`src/rtl/core/mxt_pkg.sv`:
```
// shared types and codes for the maximum-xor binary trie
package mxt_pkg;

	localparam int KEY_BITS = 31;

	localparam logic FUNC_INSERT = 1'b0;
	localparam logic FUNC_QUERY  = 1'b1;

	typedef enum logic [1:0] {
		ST_OK    = 2'd0,
		ST_EMPTY = 2'd1,
		ST_FULL  = 2'd2
	} status_t;

	typedef enum logic [1:0] {
		OP_INSERT = 2'd0,
		OP_QUERY  = 2'd1,
		OP_EMPTY  = 2'd2
	} op_t;

	typedef enum logic [1:0] {
		BK_IDLE  = 2'd0,
		BK_WALK  = 2'd1,
		BK_ALLOC = 2'd2
	} bk_state_t;

	typedef struct packed {
		logic                func;
		logic [KEY_BITS-1:0] key;
	} in_word_t;

	typedef struct packed {
		logic [KEY_BITS-1:0] best_xor;
		status_t             status;
	} out_word_t;

	// classified word handed from the front to the back
	typedef struct packed {
		logic                valid;
		op_t                 op;
		logic [KEY_BITS-1:0] key;
	} job_t;

endpackage

```
`src/rtl/core/mxt_front.sv`:
```
// front end: accepts command words, classifies them and queues them
module mxt_front
	import mxt_pkg::*;
(
	input  logic     clk,
	input  logic     arst_n,
	input  logic     start,
	output logic     busy,
	input  in_word_t cmd,
	output job_t     job,
	input  logic     pop
);

	localparam int QD = 2;

	op_t                 op_q  [QD];
	logic [KEY_BITS-1:0] key_q [QD];
	logic                wr_ptr_q;
	logic                rd_ptr_q;
	logic [1:0]          count_q;
	logic                seen_insert_q;
	logic                push;
	logic                pop_ok;
	op_t                 op_in;

	assign busy   = (count_q == 2'(QD));
	assign push   = start && !busy;
	assign pop_ok = pop && (count_q != 2'd0);

	// a query before any insert can only see an empty trie
	always_comb begin
		if (cmd.func == FUNC_INSERT) begin
			op_in = OP_INSERT;
		end else if (seen_insert_q) begin
			op_in = OP_QUERY;
		end else begin
			op_in = OP_EMPTY;
		end
	end

	// queue head
	assign job.valid = (count_q != 2'd0);
	assign job.op    = op_q[rd_ptr_q];
	assign job.key   = key_q[rd_ptr_q];

	// queue storage
	always_ff @(posedge clk) begin
		if (push) begin
			op_q[wr_ptr_q]  <= op_in;
			key_q[wr_ptr_q] <= cmd.key;
		end
	end

	// queue pointers and insert flag
	always_ff @(posedge clk or negedge arst_n) begin
		if (!arst_n) begin
			wr_ptr_q      <= 1'b0;
			rd_ptr_q      <= 1'b0;
			count_q       <= 2'd0;
			seen_insert_q <= 1'b0;
		end else begin
			if (push) begin
				wr_ptr_q <= ~wr_ptr_q;
				if (cmd.func == FUNC_INSERT) begin
					seen_insert_q <= 1'b1;
				end
			end
			if (pop_ok) begin
				rd_ptr_q <= ~rd_ptr_q;
			end
			case ({push, pop_ok})
				2'b10:   count_q <= count_q + 2'd1;
				2'b01:   count_q <= count_q - 2'd1;
				default: count_q <= count_q;
			endcase
		end
	end

endmodule

```
`config.mk`:
```
export PLATFORM = sky130hd
export DESIGN_NAME = mxt_front
export DESIGN_NICKNAME = d
export VERILOG_FILES = /design/src/rtl/core/mxt_pkg.sv /design/src/rtl/core/mxt_front.sv
export SDC_FILE = /design/constraint.sdc
export NUM_CORES = 1
export LEC_CHECK = 0
export ABC_AREA = 1
export ABC_CLOCK_PERIOD_IN_PS = 3000
export BUFFER_PORTS_ARGS = -buffer_cell sky130_fd_sc_hd__buf_2
export CORE_MARGIN = 1
export CORE_UTILIZATION = 54
export CTS_BUF_LIST = sky130_fd_sc_hd__clkbuf_4 sky130_fd_sc_hd__clkbuf_8
export DETAILED_ROUTE_END_ITERATION = 8
export PLACE_DENSITY = 0.81
export SYNTH_ARGS = -nofsm -noshare
export SYNTH_HDL_FRONTEND = slang
export SYNTH_SLANG_ARGS = --single-unit
export TNS_END_PERCENT = 5
```
`constraint.sdc`:
```
create_clock -name clk -period 3 [get_ports clk]
set_input_delay 0.6 -clock clk [delete_from_list [all_inputs] [get_ports clk]]
set_output_delay 0.6 -clock clk [all_outputs]
set_load 0.005 [all_outputs]
```
==> Word level (Yosys, flattened, before mapping) <==
Memory sizes are Yosys's and may differ from the RTL's.
Cells that the tools add are included.
{ "totals": {"ff_bits": 5, "ramBits": 66, "inputBits": 36, "output_inout_bits": 35, "mem_count": 2} }
{ "classes": {"n_addsub": 2, "eq_ne": 3, "mux": 5, "n_bitwise": 3, "n_reduce_logical": 6} }
{ "mem_list": {"columns": ["memory", "words", "word_bits", "rd", "rd_ports_with_merged_regs", "write_ports", "line", "text"], "rows": [
  ["key_q", 2, 31, 1, 0, 1, "mxt_front.sv:17", "logic [KEY_BITS-1:0] key_q [QD];"],
  ["op_q", 2, 2, 1, 0, 1, "mxt_front.sv:16", "op_t op_q [QD];"]
]} }
{ "ops": {"columns": ["op", "n"], "rows": [
  ["equality test 2 bit, second input constant", 2],
  ["2-to-1 mux 2 bit", 2],
  ["one-hot mux 2 bit (2 select lines)", 1],
  ["nonzero test 2 bit", 2],
  ["inverter 1 bit", 3],
  ["adder 2 x 1 -> 2 bit, second input constant", 1],
  ["equality test 2 x 1 -> 1 bit, second input constant", 1],
  ["logical AND 1 bit", 2],
  ["2-to-1 mux 1 bit", 2],
  ["AND reduction 2 bit", 1],
  ["subtractor 2 x 1 -> 2 bit, second input constant", 1],
  ["logical NOT 1 bit", 1]
]} }

==> Longest topological paths before layout <==
Gate-level depths: netlist of run 1.
{ "logic_depth": {"word_depth": 5, "ltp_mapped": 10, "mapped_depth_nobuf": 10} }

==> Worst setup path before layout of run 1 <==
No wires, ideal clock.
{ "synth_timing": {"kind": "in2reg", "start": "input start", "end": "memory key_q[1][0] (enable)", "setup_ps": 423, "arrival_time_ps": 2069, "t_required_ps": 2577, "slack_ps": 508, "stages": 2, "path_buffers": 0, "cell_sequence": "o21ai_2 -> nor2_1"} }
{ "synth_between": {"elab_chain_len": 3} }
{ "synth_rtl": {"columns": ["item", "line", "text"], "rows": [
  ["start, declared", "mxt_front.sv:7", "input logic start,"],
  ["logical AND 1 bit", "mxt_front.sv:27", "assign push = start && !busy;"],
  ["2-to-1 mux 1 bit", "mxt_front.sv:48", "if (push) begin"],
  ["2-to-1 mux 1 bit (implied by the code)", "mxt_front.sv:50", "key_q[wr_ptr_q] <= cmd.key;"],
  ["end, declared", "mxt_front.sv:17", null]
]} }
Every way passes these cells.

==> results of run 1 <==
## state kept, by name, summed over array words and instances (netlist names)
name and flops:
key_q 62, op_q 4, count_q 2, rd_ptr_q 1, seen_insert_q 1, wr_ptr_q 1
## report_power, final
part | switching (mW) | leakage (nW) | internal, mW
Combinational | 0.567 | 0.698 | 0.336
Sequential | 0.0835 | 0.671 | 1.35
Clock | 0.329 | 0.118 | 0.546
## synthesized netlist by cell type, types with 2 or more instances
cell type,instances
edfxtp_1,66
inv_1,8
dfrtp_1,5
nand3_1,3
nand2_1,109
buf_4,3
nand2_2,2
nor2_1,3
buf_6,4
## placed cells by master, fill, tap and decap left out, types with 2 or more instances in the layout
cell type / n
buf_2: 70
nand2_1: 109
nand3_1: 3
nand2_2: 2
edfxtp_1: 66
inv_1: 8
buf_4: 2
nor2_1: 2
clkbuf_8: 9
dfrtp_1: 5
clkinv_1: 2
bufinv_16: 3
## how the worst max path moves through the flow
stage | end | slack [ns] | cells past startpoint
2_1_floorplan | key_q[1][0] | 0.51 | 2
3_3_place_gp | key_q[0][16] | 1.11 | 4
3_5_place_dp | key_q[0][13] | 1.06 | 4
4_1_cts | job[8] | 0.84 | 4
5_1_grt | job[8] | 0.80 | 4
6_report | job[11] | 0.87 | 4
## area by class of cell
type / instances / area (um2) / area share
clock buffer: 9 / 124 / 0.0372
clock inverter: 7 / 111 / 0.0334
inverter: 10 / 40.0 / 0.0120
multi-input combinational: 122 / 499 / 0.150
sequential: 71 / 2110 / 0.633
tap: 67 / 83.8 / 0.0252
timing repair buffer: 72 / 365 / 0.110
## cell families after synthesis
family	after synthesis	share of synthesized area
XOR/XNOR	1	0.00324
AND/OR/NAND/NOR	118	0.168
AO/OA/AOI/OAI	2	0.00601
adder cells (fa/ha/maj)	1	0.00462
flip-flops	71	0.779
buffers and inverters	17	0.0398
## per-stage QoR
step	hold WS, ns	cells	setup slack [ns]
after floorplan	0.304	210	0.508
after global placement	0.423	342	1.11
after detailed placement	0.423	342	1.06
after CTS	0.0584	358	0.845
after global routing	0.0707	358	0.797
final	0.0733	358	0.865
## layer usage
metal	vias up	global-route usage	routed length, um	part of all wire
met3	10	0.0539	283	0.063
met5	-	0	0	0
li1	849	-	-	-
met4	0	0.124	99	0.022
met2	58	0.306	2370	0.53
met1	784	0.197	1710	0.38
## worst max-delay path: stages (launching register included)
cell and delay (ns):
dfrtp_1 0.55, buf_4 0.35, nand2_1 0.08, nand2_1 0.10, buf_2 0.12
==> results.py, run 1 <==
metrics = {
    "clock_network": {
        "cts_made_buffers": 9,
        "cts_hold_buf": 0,
        "clk_latency_ns": 0.34,
        "post_cts_buffers": 0,
        "clock_path_buffers": 2,
        "h-tree-depth": 3,
        "tritoncts": "yes",
        "clkTransAtPathRegs_ns": 0.07,
        "clock-sinks": 71,
        "cts-root-buf": "clkbuf_8",
        "ctsResizeCount": 0,
    },
    "floorplanning": {
        "rows": 25,
        "io_pins": 71,
        "initial_core_util": 0.565,
        "core_area_um2": 4790,
        "die_x_um": 72.8,
        "die_y_um": 72.8,
        "die_area_um2": 5300,
    },
    "global_route": {
        "grt_pass1_wl_um": 6820,
        "grt_max_degree": 35,
        "grt_pass1_vias": 1624,
        "gr-total-overflow": 0,
        "grt_usage": 0.181,
        "antenna_found_initial": 0,
    },
    "logic_synthesis": {
        "ys_seq_area_frac": 0.779,
        "async_flop_share": 0.0704,
        "yosysTopAreaCell": "edfxtp_1",
        "ys.flop_type": "edfxtp_1",
        "synth_top_area_frac": 0.732,
        "syn_inst": 210,
        "synth_cell_types": 16,
        "ys_ff_latch": 71,
        "synth-edff-count": 66,
        "ys_warn_count": 0,
        "synth_fp_nets": 247,
        "synth_area_um2": 2710,
        "synth_area_leaders": "edfxtp_1, nand2_1, dfrtp_1",
        "syn_avg_cell_area_um2": 12.9,
    },
    "finish": {
        "nFillCells": 352,
        "nNetsFinal": 323,
        "areaGrowthSynthToFinish_pct": 23.1,
        "final_util": 0.696,
        "drive_above_1_share": 0.316,
        "final_area_um2": 3330,
        "diodes": 0,
    },
    "pwr": {
        "p_per_area_nw_per_um2": 965,
        "power.total_mw": 3.21,
        "vdd_ir_drop_max_uv": 690,
        "leakagePower_nw": 1.49,
    },
    "sta": {
        "max_freq_mhz": 468,
        "fin_crit_ns": 2.13,
        "rsz0062_at_grt": "no",
        "finalCritPeriodShare": 0.712,
        "finalSetupViolCount": 0,
        "setup_tns_ns": 0,
        "slew-limit-headroom": 0.390,
        "drv_slew": 0,
        "clock_skew_ns": 0.0111,
        "worst_pin_slew_ns": 0.912,
        "hold_viol": 0,
    },
    "routing": {
        "wl_um": 4470,
        "wl_per_cell_um": 12.5,
        "drt_iter0_markers": 125,
        "via_count": 1701,
        "drt_pass1_iterations": 4,
        "vias_per_cell": 4.75,
        "antenna_left": 0,
        "drcViolationCount": 0,
    },
    "placement": {
        "place_area_um2": 3100,
        "portBuffers": 70,
        "hpwlAfterDp_um": 3000,
        "routabilityCongestion": 0.723,
    },
    "critical_path": {
        "path_class": "flip-flop to output pin",
        "arrival_ns": 1.53,
        "r2r-start": "count_q[0]",
        "r2r_cells": 5,
        "worstReg2RegEnd": "key_q[0][13]",
        "required_ns": 2.40,
        "cp-start-kind": "flip-flop",
        "crit_start": "rd_ptr_q",
        "critPathMaxFanout": 26,
        "rrSetupSlack_ns": 1.23,
        "crit_path_end_kind": "output pin",
    },
    "outcome": {
        "status": "finished, final reports clean",
    },
    "worst_hold_path": {
        "min_path_type": "primary input to asynchronous set/reset pin",
    },
    "run": {
        "maxCapViolations": 0,
    },
}
Power figures use the tool's default switching activity.
==> run 2, diff against run 1 <==
- ABC_CLOCK_PERIOD_IN_PS: 3000 -> 2100
- clock period: 3 -> 2.1 ns (I/O delays scaled with it)
==> run 2 against run 1 <==
  * Clock skew decreased by 0.0030 ns
  * Critical path depth stayed put
  * Clock-buffer cell count grew 1
  * Cell area fell by 0.64%
  * First-iteration DRC count is 7.2% higher
  * Routed wire length increased by 2.8%
  * Critical endpoint is now job[5]
  * Combinational power rose by 50%
  * Register-to-register slack worse by 0.66 ns
  * Flip-flop and latch count did not move
  * Utilization is 0.44 points lower
  * Die area did not move
==> results.py, run 2 (synthesis results as in run 1) <==
metrics = {
    "finish": {
        "areaGrowthSynthToFinish_pct": 22.3,
        "nFillCells": 346,
        "diodes": 0,
        "final_cell_mix": "nand2_1, buf_2, edfxtp_1, clkbuf_8, inv_1",
        "nNetsFinal": 327,
        "largest_register": "key_q",
        "largestRegisters": "key_q (62), op_q (4), count_q (2)",
        "multi_input_area_um2": 499,
        "final_common_cell": "nand2_1",
        "largest_reg_flops": 62,
        "regArea_um2": 2110,
        "drive_above_1_share": 0.325,
    },
    "sta": {
        "clock_skew_ns": 0.00804,
        "max_freq_mhz": 529,
        "fin_ws_ns": 0.211,
        "slew-limit-headroom": 0.724,
        "worst_pin_slew_ns": 0.413,
        "fin_crit_ns": 1.89,
        "hold_viol": 0,
        "rsz0062_at_grt": "no",
        "finalSetupViolCount": 0,
        "finalCritPeriodShare": 0.900,
        "drv_slew": 0,
        "setup_tns_ns": 0,
        "whs_ns": 0.278,
    },
    "clock_network": {
        "post_cts_buffers": 0,
        "clkTransAtPathRegs_ns": 0.08,
        "cts-root-buf": "clkbuf_8",
        "clock_path_buffers": 2,
        "h-tree-depth": 3,
        "cts_hold_buf": 1,
        "tritoncts": "yes",
        "ctsResizeCount": 0,
        "clk_latency_ns": 0.33,
        "clock-sinks": 71,
        "cts_made_buffers": 9,
    },
    "critical_path": {
        "path_common_cell": "nand2_1",
        "required_ns": 1.68,
        "crit_path_max_incr_delay_ns": 0.51,
        "path_buf_inv": 2,
        "critPathMaxFanout": 34,
        "crit_path_end_kind": "output pin",
        "path_cells": "inv_4 -> nand2_1 -> nand2_1 -> buf_2",
        "cp-start-kind": "flip-flop",
        "critPathSlowestCell": "dfrtp_1",
        "arrival_ns": 1.47,
        "path_class": "flip-flop to output pin",
        "crit_family": "flip-flops",
    },
    "global_route": {
        "grt_pass1_wl_um": 7060,
        "grt_max_degree": 35,
        "antenna_found_initial": 0,
        "gr-total-overflow": 0,
        "grt_usage": 0.190,
        "grt_pass1_vias": 1581,
    },
    "routing": {
        "drt_iter0_markers": 134,
        "wl_per_cell_um": 12.7,
        "vias_per_cell": 4.70,
        "dr.max_layer_used": "met4",
        "dr_wl_met3_um": 263,
        "wl_um": 4590,
        "via_count": 1700,
        "drcViolationCount": 0,
        "drt_pass1_iterations": 4,
        "wl_met2_um": 2400,
        "antenna_left": 0,
        "drt-met1-wl_um": 1820,
    },
    "placement": {
        "routabilityCongestion": 0.689,
        "hpwlAfterDp_um": 3130,
        "portBuffers": 70,
        "place_ws_ns": 0.535,
    },
    "pwr": {
        "swShare": 0.329,
        "p_per_area_nw_per_um2": 1300,
        "vdd_ir_drop_max_uv": 762,
        "p_switching_mw": 1.41,
        "power_frac_clock": 0.210,
        "p_comb_frac": 0.314,
        "p_seq_frac": 0.476,
        "p_int_mw": 2.89,
        "power.total_mw": 4.30,
        "leakagePower_nw": 1.48,
    },
    "floorplanning": {
        "core_area_um2": 4790,
        "io_pins": 71,
        "die_x_um": 72.8,
        "rows": 25,
        "die_area_um2": 5300,
        "initial_core_util": 0.565,
        "die_y_um": 72.8,
    },
    "worst_hold_path": {
        "min_path_type": "primary input to flip-flop",
    },
    "outcome": {
        "status": "finished, final reports clean",
    },
    "run": {
        "maxCapViolations": 0,
    },
}
[run 2: cell count changes in the layout (fill, tap and decap cells not counted), sizes merged]
| cell | previous run | this run |
|---|---|---|
| buf | 72 | 75 |
| clkinvlp | 0 | 2 |
| bufinv | 3 | 0 |
| clkbuf | 9 | 10 |
| dlygate4sd3 | 0 | 1 |
[run 2: power groups by stage]
stage	registers [mW]	clock network (mW)	logic [mW]
after floorplan	2.03	0	0.880
after global placement	2.06	0	1.33
after detailed placement	2.08	0	1.36
after CTS	2.05	0.922	1.37
after global routing	2.07	0.985	1.52
final	2.05	0.902	1.35
[run 2: layout make-up]
type / instances / share of cell area
flip-flops and latches: 71 / 0.637
multi-input cells: 122 / 0.151
repair buffers: 76 / 0.124
clock buffers: 10 / 0.0397
well taps: 67 / 0.0253
inverters: 10 / 0.0121
clock inverters: 6 / 0.0113
[run 2: worst paths after layout]
kind	cells past startpoint	end	slack (ns)	from
max	4	job[5]	0.21	rd_ptr_q
min	1	key_q[0][22]	0.28	cmd[22]
max reg2reg	4	key_q[1][7]	0.57	count_q[1]
min reg2reg	2	wr_ptr_q	0.47	wr_ptr_q
max in group asynchronous	2	seen_insert_q	1.54	arst_n
min in group asynchronous	2	count_q[0]	0.43	arst_n
[run 2: stage by stage]
step,instance area (um2),util,cells
after detailed placement,3130,0.654,345
after global routing,3310,0.692,362
after CTS,3310,0.692,362
final,3310,0.692,362
after floorplan,2710,-,210
after global placement,3130,0.654,345
[run 2: worst reg2reg max path, stage by stage (launching register included)]
cell     delay (ns)
dfrtp_1        0.39
inv_1          0.14
o21ai_2        0.12
nor2_4         0.35
buf_12         0.23
[run 2: metal layers]
layer	track usage	up-vias
li1	-	854
met1	0.216	780
met2	0.319	58
met3	0.0511	8
met4	0.124	0
met5	0	-
==> run 3, diff against run 2 <==
- ABC_AREA: 1 -> unset
==> run 3 against run 2 <==
  * Cell area grew 3.1%
  * Sequential share of layout area shrank 1.9 points
  * Setup slack lost 0.0036 ns
==> results.py, run 3 <==
metrics = {
    "pwr": {
        "vdd_ir_drop_max_uv": 654,
        "p_seq_frac": 0.451,
        "leakagePower_nw": 1.39,
        "power.total_mw": 4.53,
        "power_frac_clock": 0.223,
        "p_per_area_nw_per_um2": 1330,
        "p_switching_mw": 1.21,
        "p_int_mw": 3.32,
        "swShare": 0.268,
        "p_comb_frac": 0.326,
    },
    "clock_network": {
        "cts_made_buffers": 9,
        "clock_path_buffers": 2,
        "clk_latency_ns": 0.33,
        "post_cts_buffers": 0,
        "cts-root-buf": "clkbuf_8",
        "h-tree-depth": 3,
        "tritoncts": "yes",
        "clock-sinks": 71,
        "clkTransAtPathRegs_ns": 0.07,
    },
    "routing": {
        "drt_pass1_iterations": 4,
        "via_count": 1375,
        "wl_per_cell_um": 14.7,
        "drcViolationCount": 0,
        "drt_iter0_markers": 36,
        "antenna_left": 0,
        "wl_um": 4160,
        "vias_per_cell": 4.88,
    },
    "logic_synthesis": {
        "synth_compound_area_frac": 0.00589,
        "synth-adder-area-share": 0.00453,
        "yosysMostFrequentCell": "edfxtp_1",
        "synth_area_leaders": "edfxtp_1, mux2_4, dfrtp_1",
        "synth-edff-count": 66,
        "syn_inst": 126,
        "ys_ff_latch": 71,
        "synth_commonest_cells": "edfxtp_1, mux2_4, dfrtp_1",
        "ys_seq_area_frac": 0.763,
        "ys.flop_type": "edfxtp_1",
        "ys_warn_count": 0,
        "synth_fp_nets": 163,
        "synth_xor_xnor_area_share": 0.0186,
        "yosys.area_share.simple": 0.0163,
        "yosysTopAreaCell": "edfxtp_1",
        "syn_avg_cell_area_um2": 21.9,
        "synth_area_um2": 2760,
        "synth_top_area_frac": 0.718,
        "synth_top_family_by_area": "multiplexers",
        "synth_cell_types": 17,
        "async_flop_share": 0.0704,
        "synth_mux_area_frac": 0.174,
    },
    "critical_path": {
        "required_ns": 1.68,
        "crit_path_max_incr_delay_ns": 0.35,
        "path_class": "flip-flop to output pin",
        "r2r-start": "count_q[0]",
        "crit_path_end_kind": "output pin",
        "path_cells": "buf_4 -> mux2_1 -> buf_2",
        "crit_start": "rd_ptr_q",
        "critPathMaxFanout": 19,
        "arrival_ns": 1.47,
        "cp-start-kind": "flip-flop",
        "critPathSlowestCell": "dfrtp_2",
    },
    "run": {
        "maxCapViolations": 0,
    },
    "placement": {
        "hpwlAfterDp_um": 2910,
        "routabilityCongestion": 0.678,
        "place_ws_ns": 0.542,
        "portBuffers": 70,
    },
    "global_route": {
        "gr-total-overflow": 0,
        "grt_pass1_vias": 1398,
        "grt_pass1_wl_um": 6260,
        "grt_max_degree": 20,
        "grt_usage": 0.165,
        "antenna_found_initial": 0,
    },
    "finish": {
        "areaGrowthSynthToFinish_pct": 23.6,
        "diodes": 0,
        "largestRegisters": "key_q (62), op_q (4), count_q (2)",
        "final_common_cell": "buf_2",
        "final_cell_mix": "buf_2, edfxtp_1, mux2_4, clkbuf_8, buf_4",
        "nNetsFinal": 247,
        "largest_reg_flops": 62,
        "drive_above_1_share": 0.591,
        "largest_register": "key_q",
        "nFillCells": 326,
    },
    "sta": {
        "fin_crit_ns": 1.89,
        "finalSetupViolCount": 0,
        "max_freq_mhz": 528,
        "drv_slew": 0,
        "setup_tns_ns": 0,
        "worst_pin_slew_ns": 0.393,
        "whs_ns": 0.278,
        "slew-limit-headroom": 0.738,
        "hold_viol": 0,
        "clock_skew_ns": 0.00556,
        "fin_ws_ns": 0.207,
        "rsz0062_at_grt": "no",
        "finalCritPeriodShare": 0.901,
    },
    "floorplanning": {
        "core_area_um2": 4820,
        "die_x_um": 73.5,
        "die_y_um": 73.5,
        "rows": 25,
        "die_area_um2": 5400,
        "initial_core_util": 0.573,
        "io_pins": 71,
    },
    "worst_hold_path": {
        "hp-start": "cmd[30]",
        "min_path_type": "primary input to flip-flop",
    },
    "outcome": {
        "status": "finished, final reports clean",
    },
}
## run 3: changes by cell type in the layout (fill, tap and decap cells not counted), moves of 2 or more
cell,previous run,this run
nand2_1,109,0
mux2_4,0,29
inv_1,8,2
mux2_1,0,4
nand3_1,3,0
xnor2_1,1,4
buf_4,4,6
clkinvlp_4,2,0
nand2_2,2,0
## run 3: stage by stage
step | area [um2] | util | cells
after floorplan | 2760 | - | 126
after global placement | 3220 | 0.668 | 265
after detailed placement | 3220 | 0.668 | 265
after CTS | 3410 | 0.709 | 282
after global routing | 3410 | 0.709 | 282
final | 3410 | 0.709 | 282
## run 3: layer usage
metal | GRT usage | share of wire
met4 | 0.0577 | 0.0070
met5 | 0 | 0
met3 | 0.0782 | 0.079
met2 | 0.269 | 0.49
met1 | 0.190 | 0.43
## run 3: power groups by stage
stage / registers [mW] / logic, mW / clock network (mW)
2_1_floorplan: 2.05 / 1.04 / 0
3_3_place_gp: 2.05 / 1.46 / 0
6_report: 2.04 / 1.48 / 1.01
4_1_cts: 2.05 / 1.50 / 1.04
5_1_grt: 2.07 / 1.60 / 1.09
3_5_place_dp: 2.07 / 1.49 / 0
## run 3: final timing paths
| kind | end | slack [ns] | cells past startpoint |
|---|---|---|---|
| hold / removal | key_q[1][30] | 0.28 | 1 |
| setup reg to reg | count_q[1] | 0.57 | 5 |
| hold reg to reg | seen_insert_q | 0.50 | 1 |
| min in group asynchronous | count_q[0] | 0.43 | 2 |
| max in group asynchronous | rd_ptr_q | 1.52 | 2 |
| setup / recovery | job[31] | 0.21 | 3 |
## run 3: logic make-up (layout without fill, tap and decap cells)
family | count (synthesis) | in the layout
adders and majority gates | 1 | 1
and+or+nand+nor | 8 | 8
muxes | 33 | 33
buffers and inverters | 6 | 95
DFF | 71 | 71
AOI/OAI and AO/OA | 2 | 2
xor gates and xnor gates | 5 | 5
## run 3: layout make-up
cell class                      count  area, um2  area share
Clock buffer                       11        139      0.0407
Clock inverter                      5       48.8      0.0143
Tap cell                           67       83.8      0.0246
Multi-Input combinational cell     49        621       0.182
Sequential cell                    71       2110       0.618
Inverter                            2       7.51     0.00220
Timing Repair Buffer               77        405       0.119
## run 3: worst max-delay path: cells and delay by family (launching register included)
kind	cells	cell delay, ns
buffers and inverters	2	0.45
flip-flops	1	0.35
multiplexers	1	0.35
## run 3: what timing repair did
action / 4_1_cts / 5_1_grt
gates resized for setup: 0 / 0
hold buffers: 1 / 0
hold endpoints to repair: 5 / 0
